==> config.mk <==
export PLATFORM = sky130hd
export DESIGN_NAME = ebs_ctrl
export DESIGN_NICKNAME = d
export VERILOG_FILES = /design/src/hdl/ebs_pkg.sv /design/src/hdl/ebs_ctrl.sv
export SDC_FILE = /design/constraint.sdc
export NUM_CORES = 1
export LEC_CHECK = 0
export BUFFER_PORTS_ARGS = -buffer_cell sky130_fd_sc_hd__buf_4
export CAP_MARGIN = 20
export CORE_MARGIN = 3
export CORE_UTILIZATION = 34
export CTS_BUF_LIST = sky130_fd_sc_hd__clkbuf_8
export DETAILED_ROUTE_END_ITERATION = 8
export GPL_TIMING_DRIVEN = 0
export PLACE_DENSITY = 0.77
export SYNTH_ARGS = -nofsm -noshare
export SYNTH_HDL_FRONTEND = slang
export SYNTH_SLANG_ARGS = --single-unit
==> constraint.sdc <==
create_clock -name clk_i -period 2.1 [get_ports clk_i]
set_input_delay 0.42 -clock clk_i [delete_from_list [all_inputs] [get_ports clk_i]]
set_output_delay 0.42 -clock clk_i [all_outputs]
set_load 0.005 [all_outputs]
==> src/hdl/ebs_pkg.sv <==
// Shared types, constants and sizes for the embedding-bag sum block.
package ebs_pkg;

  // Sizing
  localparam int TABLE_ROWS   = 1024;
  localparam int MAX_COLS     = 16;
  localparam int ACC_WIDTH    = 48;

  localparam int TABLE_DEPTH  = TABLE_ROWS * MAX_COLS;
  localparam int ADDR_W       = (TABLE_DEPTH > 1) ? $clog2(TABLE_DEPTH) : 1;
  localparam int CIDX_W       = (MAX_COLS > 1) ? $clog2(MAX_COLS) : 1;

  // Fixed field widths
  localparam int CMD_W        = 2;
  localparam int ROW_W        = 10;
  localparam int COL_W        = 4;
  localparam int WORD_W       = 32;
  localparam int NUM_COLS_W   = 5;
  localparam int SUM_W        = 48;

  localparam int NUM_COLS_RST = 16;

  // Item command codes
  typedef enum logic [CMD_W-1:0] {
    CMD_WRITE = 2'd0,
    CMD_ADD   = 2'd1,
    CMD_EMPTY = 2'd2
  } cmd_e;

  // Controller states
  typedef enum logic [1:0] {
    ST_IDLE,
    ST_READ,
    ST_DRAIN,
    ST_EMIT
  } state_e;

  // Input item
  typedef struct packed {
    logic [CMD_W-1:0]         cmd;
    logic [ROW_W-1:0]         row_index;
    logic [COL_W-1:0]         word_col;
    logic signed [WORD_W-1:0] table_value;
    logic                     end_of_bag;
  } in_item_t;

  // Result item
  typedef struct packed {
    logic [COL_W-1:0]        out_col;
    logic signed [SUM_W-1:0] col_sum;
    logic                    last_col;
  } out_item_t;

  // Controller to datapath commands
  typedef struct packed {
    logic              wr_en;   // store table word from the input item
    logic              ld_row;  // capture row of an add item
    logic              rd_en;   // read table word for column col
    logic              emit;    // present accumulator col as a result
    logic              last;    // this is the final column of the bag
    logic              clear;   // zero all accumulators
    logic [CIDX_W-1:0] col;
  } ctl_t;

endpackage

==> src/hdl/ebs_ctrl.sv <==
// Controller: item decode, column sequencing and the column-count register.
module ebs_ctrl (
  input  logic                             clk_i,
  input  logic                             rst_ni,
  input  logic                             start,
  output logic                             busy,
  input  ebs_pkg::in_item_t                in_i,
  input  logic                             cfg_we_i,
  input  logic [ebs_pkg::NUM_COLS_W-1:0]   cfg_wdata_i,
  output ebs_pkg::ctl_t                    ctl_o
);
  import ebs_pkg::*;

  state_e            state_q, state_d;
  logic [CIDX_W-1:0] col_q, col_d;
  logic              eob_q, eob_d;
  logic [NUM_COLS_W-1:0] num_cols_q;
  logic [CIDX_W-1:0] last_idx;
  logic              accept;
  logic              row_ok;
  logic              col_ok;

  // Column-count register
  always_ff @(posedge clk_i or negedge rst_ni) begin
    if (!rst_ni) begin
      num_cols_q <= NUM_COLS_W'(NUM_COLS_RST);
    end else if (cfg_we_i) begin
      num_cols_q <= cfg_wdata_i;
    end
  end

  // Index of the last used column: zero acts as one, large values clamp
  always_comb begin
    if (num_cols_q == '0) begin
      last_idx = '0;
    end else if (32'(num_cols_q) > MAX_COLS) begin
      last_idx = CIDX_W'(MAX_COLS - 1);
    end else begin
      last_idx = CIDX_W'(num_cols_q - NUM_COLS_W'(1));
    end
  end

  assign accept = start && !busy;
  assign row_ok = 32'(in_i.row_index) < TABLE_ROWS;
  assign col_ok = 32'(in_i.word_col) < MAX_COLS;

  // State registers
  always_ff @(posedge clk_i or negedge rst_ni) begin
    if (!rst_ni) begin
      state_q <= ST_IDLE;
      col_q   <= '0;
      eob_q   <= 1'b0;
    end else begin
      state_q <= state_d;
      col_q   <= col_d;
      eob_q   <= eob_d;
    end
  end

  // Next state and commands
  always_comb begin
    state_d      = state_q;
    col_d        = col_q;
    eob_d        = eob_q;
    busy         = (state_q != ST_IDLE);
    ctl_o        = '0;
    ctl_o.col    = col_q;

    unique case (state_q)
      ST_IDLE: begin
        col_d = '0;
        if (accept) begin
          unique case (in_i.cmd)
            CMD_WRITE: begin
              ctl_o.wr_en = row_ok && col_ok;
            end
            CMD_ADD: begin
              eob_d        = in_i.end_of_bag;
              ctl_o.ld_row = 1'b1;
              if (row_ok) begin
                state_d = ST_READ;
              end else if (in_i.end_of_bag) begin
                state_d = ST_EMIT;
              end
            end
            CMD_EMPTY: begin
              state_d = ST_EMIT;
            end
            default: begin
              // reserved code: no effect
            end
          endcase
        end
      end

      // One table read per column
      ST_READ: begin
        ctl_o.rd_en = 1'b1;
        if (col_q == last_idx) begin
          col_d   = '0;
          state_d = ST_DRAIN;
        end else begin
          col_d = col_q + CIDX_W'(1);
        end
      end

      // Last accumulate lands here
      ST_DRAIN: begin
        state_d = eob_q ? ST_EMIT : ST_IDLE;
      end

      // One result per column, then clear
      ST_EMIT: begin
        ctl_o.emit = 1'b1;
        if (col_q == last_idx) begin
          ctl_o.last  = 1'b1;
          ctl_o.clear = 1'b1;
          col_d       = '0;
          state_d     = ST_IDLE;
        end else begin
          col_d = col_q + CIDX_W'(1);
        end
      end

      default: begin
        state_d = ST_IDLE;
      end
    endcase
  end

endmodule

== After elaboration in Yosys (flattened, before gate mapping) ==
Index checks and enable logic that the tools add are counted.

* Register bits after elaboration: 12
* Word-level logic and storage cells: 44

* Reduce and logical (&&, ||, !) cells: 10
* Order comparisons: 1
* Add/subtract/negate cells: 2
* Mux-type cells: 17
* Equal/unequal tests: 10

{| class="wikitable"
|+ Operators by type and width
! kind !! count
|-
| 2-bit two-way mux || 7
|-
| 4-bit two-way mux || 3
|-
| 2-bit case mux with 4 select lines || 1
|-
| 4-bit case mux with 2 select lines || 1
|-
| 2-bit equality test (second input constant) || 3
|-
| 2-bit inequality test (second input constant) || 3
|-
| 5-bit greater-than comparator (second input constant) || 1
|-
| 5-bit logical NOT || 1
|-
| 4-bit by 1-bit adder with 4-bit output (second input constant) || 1
|-
| 2-bit by 1-bit equality test with 1-bit output (second input constant) || 2
|-
| 4-bit equality test || 1
|-
| 2-bit logical NOT || 2
|-
| 2-bit case mux with 2 select lines || 1
|-
| 4-bit AND reduction || 1
|-
| 2-bit nonzero test || 2
|-
| 4-bit by 1-bit subtractor with 4-bit output (second input constant) || 1
|-
| 1-bit two-way mux || 3
|-
| 3-bit two-way mux || 1
|-
| 3-bit by 1-bit inequality test with 1-bit output (second input constant) || 1
|-
| 3-bit AND reduction || 1
|-
| 2-bit OR reduction || 1
|-
| 1-bit logical AND || 1
|-
| 1-bit logical NOT || 1
|}

== Logic depth before layout (Yosys ltp) ==
* Depth in word-level cells: 6
* Depth in mapped cells: 8

== Worst setup path before layout ==
OpenSTA, ideal clock, no wires.

* Path kind: flip-flop to output port
* Start: register num_cols_q[0]
* End: output port ctl_o[5] in the netlist's numbering
* Setup slack: -0.065 ns
* Stages on the path, launching flop included: 9
* Arrival time: 1.745 ns
* Cell sequence: dfrtp_1 inv_1 ha_1 nor2b_1 a21oi_1 or3_1 a211oi_2 and3_4 buf_4

{| class="wikitable"
|+ RTL lines
! element !! RTL line !! text
|-
| start: declaration || ebs_ctrl.sv:17 || <nowiki>logic [NUM_COLS_W-1:0] num_cols_q;</nowiki>
|-
| start signal: assignment || ebs_ctrl.sv:26 || <nowiki>num_cols_q <= NUM_COLS_W'(NUM_COLS_RST);</nowiki>
|-
| start signal: assignment || ebs_ctrl.sv:28 || <nowiki>num_cols_q <= cfg_wdata_i;</nowiki>
|-
| end: declaration || ebs_ctrl.sv:10 || <nowiki>output ebs_pkg::ctl_t ctl_o</nowiki>
|}

==> impl_metrics.tcl <==
set metrics [dict create \
    grt_pass1_wl_mm 2.95 \
    fin_area_um2 1080 \
    synth-seq-cells 12 \
    endpoint "ctl_o[5]" \
    maxCapViolCount 0 \
    vias 702 \
    max_stage_delay_ps 370 \
    htree_levels 1 \
    reg2reg_to "state_q[1]" \
    netlist_top_cells_area "dfrtp_1 (36%), ha_1 (4.9%), mux2_2 (4.4%)" \
    cts_made_buffers 3 \
    outcome "finished with violations" \
    cts_tree "yes" \
    postCtsHoldBufs 0 \
    setup-violations-final 3 \
    drtIter0Drc 3 \
    cts_sinks 12 \
    finalCritPeriodShare_pct 124 \
    die_area_um2 2870 \
    p_int_mw 0.688 \
    cp-startpoint "num_cols_q[1]" \
    synth-seq-area-share_pct 39.3 \
    globalRouteTotalUtil_pct 14.1 \
    grt_start_max_net_pins 13 \
    path_clk_slew_ps 50 \
    coreArea_um2 2040 \
    hold_viol_final 0 \
    power_frac_clock_pct 20.1 \
    regArea_um2 302 \
    worstPathArrival_ps 2170 \
    syn_inst 83 \
    syn_area_per_cell_um2 9.26 \
    first_pass_iters 4 \
    p_per_area_nw_per_um2 1000 \
    dp_slack_ps -240 \
    synth_top_area_share_pct 35.8 \
    path_max_fanout 3 \
    final_antenna_net_count 0 \
    fmax_mhz 386 \
    r2r.worst_path.cells 10 \
    fill_cells 184 \
    io_buffers 21 \
    initial_core_util_pct 37.6 \
    start_kind "register" \
    synth_nets 144 \
    worstReg2RegStart "num_cols_q[1]" \
    seqPwrFrac_pct 37.3 \
    gp_congestion 0.819 \
    switching_share_pct 36.3 \
    synth_cell_type_count 34 \
    max_slew_margin_pct 74.6 \
    worstSkewPairLatency_ps 240 \
    required_ps 1680 \
    maxSlewViolCount 0 \
    worst_path_max_delay_cell "dfrtp_1" \
    multi_input_area_um2 468 \
    dieWidth_um 53.5 \
    die_y_um 53.5 \
    power_frac_comb_pct 42.7 \
    hpwl_mm 1.29 \
    routedWlPerCell_um 12.5 \
    syn_area_um2 768 \
    grt_pass1_vias 708 \
    path_cells "inv_2 > ha_4 > nor3b_4 > maj3_2 > xnor2_2 > a211oi_2 > and3_4 > buf_6 > buf_6" \
    cts_root_buf "clkbuf_8" \
    rrSetupSlack_ps 0 \
    synth_warnings 0 \
    min_period_ps 2590 \
    ir_worst_vdd_mv 0.439 \
    num_rows 16 \
    postRouteWirelength_mm 1.73 \
    hp-class "input port to async pin" \
    place_area_um2 988 \
    clockBufferDepth 2 \
    antenna_found_initial 0 \
    final_common_cell "buf_4" \
    area_delta_synth_final_pct 40.2 \
    diodes 0 \
    nets 173 \
    drive_above_1_share_pct 41.4 \
    setup_ws_ps -494 \
    gr-total-overflow 0 \
    pin_count 69 \
    switching_power_mw 0.392 \
    drc 0 \
    leakage_nw 0.488 \
    yosys.area.top_type "dfrtp_1" \
    grt_setup_unrepaired "true" \
    violations "negative setup slack" \
    cp_common_cell "buf_6" \
    cp-end-kind "output pin" \
    final_cell_mix "buf_4 (24), dfrtp_1 (11), nand2_1 (7)" \
    crit_type "register to output pin" \
    tightest_slew_ps 381 \
    routed_via_density 5.09 \
    finClkSkew_ps 4.09 \
]
==> repair_timing <==
action,4_1_cts,5_1_grt
setup endpoints to repair,2,5
cloned,0,0
setup buffers,3,1
hold endpoints to repair,0,0
pin swaps,5,4
gates resized for setup,2,2
==> worst max-delay path: cells and delay by family, from the launching register on <==
| kind | cells | cell delay [ps] |
|---|---|---|
| AO/OA/AOI/OAI | 1 | 290 |
| XOR/XNOR | 1 | 140 |
| adder cells (fa/ha/maj) | 2 | 490 |
| buffers and inverters | 3 | 240 |
| flip-flops | 1 | 370 |
| AND/OR/NAND/NOR | 2 | 400 |
==> cell usage after synthesis <==
| cell type | count |
|---|---|
| a32o_1 | 1 |
| nor3_2 | 1 |
| a22oi_1 | 1 |
| nor2_1 | 2 |
| o21ai_0 | 6 |
| nand3b_1 | 1 |
| clkbuf_1 | 3 |
| buf_4 | 1 |
| dfrtp_1 | 11 |
| nand3_1 | 1 |
| nand2_1 | 7 |
| o22ai_1 | 3 |
| nor3_1 | 2 |
| ha_1 | 3 |
| nor2b_1 | 2 |
| a211oi_2 | 1 |
| dfstp_2 | 1 |
| and2_1 | 3 |
| nor3b_1 | 2 |
| a31oi_1 | 1 |
| inv_1 | 5 |
| xor2_1 | 3 |
| and2_4 | 1 |
| or2_2 | 2 |
| a21oi_1 | 5 |
| o21ai_1 | 1 |
| a221oi_1 | 1 |
| or3_1 | 1 |
| mux2_2 | 3 |
| o32ai_1 | 1 |
| and3_4 | 1 |
| nand2b_1 | 3 |
| maj3_2 | 1 |
| xnor2_1 | 2 |
==> flip-flops by register name, summed over array words and instances, names as in the netlist <==
name and cells:
state_q 2, col_q 4, eob_q 1, num_cols_q 5
==> final cells by class <==
class	instances	share of cell area (%)
Multi-Input combinational cell	62	43.4
Sequential cell	12	28.0
Timing Repair Buffer	25	17.8
Clock buffer	3	3.83
Tap cell	27	3.14
Buffer	3	1.74
Inverter	5	1.74
Clock inverter	1	0.348
==> kinds of logic (layout without fill, tap and decap cells) <==
family	Yosys count	count (layout)	synth area share, %
buf+inv	9	37	4.89
xor+xnor	5	5	5.70
compound gates	21	21	17.3
simple gates	29	29	22.2
flops	12	12	39.3
fa+ha+maj	4	4	6.35
mux	3	3	4.40
==> power by group through the flow <==
stage | registers (mW) | clock network, mW | logic (mW)
after floorplan | 0.376 | 0 | 0.303
after global routing | 0.419 | 0.231 | 0.521
after CTS | 0.388 | 0.223 | 0.477
after global placement | 0.388 | 0 | 0.446
after detailed placement | 0.392 | 0 | 0.464
final | 0.402 | 0.217 | 0.461
==> through the flow <==
step / instances / setup TNS (ps) / utilization [%] / hold WS, ps / power, mW
after floorplan: 83 / -17.8 / - / 124 / 0.680
after global placement: 131 / -327 / 48.4 / 268 / 0.834
after detailed placement: 131 / -412 / 48.4 / 273 / 0.856
after CTS: 138 / -903 / 52.2 / 8.86 / 1.09
after global routing: 138 / -1210 / 52.8 / 18.2 / 1.17
final: 138 / -930 / 52.8 / 6.80 / 1.08
==> per-layer routing <==
metal	up-vias	track usage, %	part of all wire [%]
li1	353	-	-
met1	320	15.4	43
met2	24	25.5	47
met3	5	2.49	7.6
met4	0	7.66	2.5
met5	-	0	0
==> how the worst min path moves through the flow <==
stage	startpoint	to	slack, ps
floorplan	rst_ni	col_q[0]	120
detailed placement	rst_ni	col_q[0]	270
global route	rst_ni	col_q[0]	20
finish	rst_ni	col_q[0]	7
global placement	rst_ni	state_q[1]	270
CTS	rst_ni	col_q[0]	9
Power figures use the tool's default switching activity.
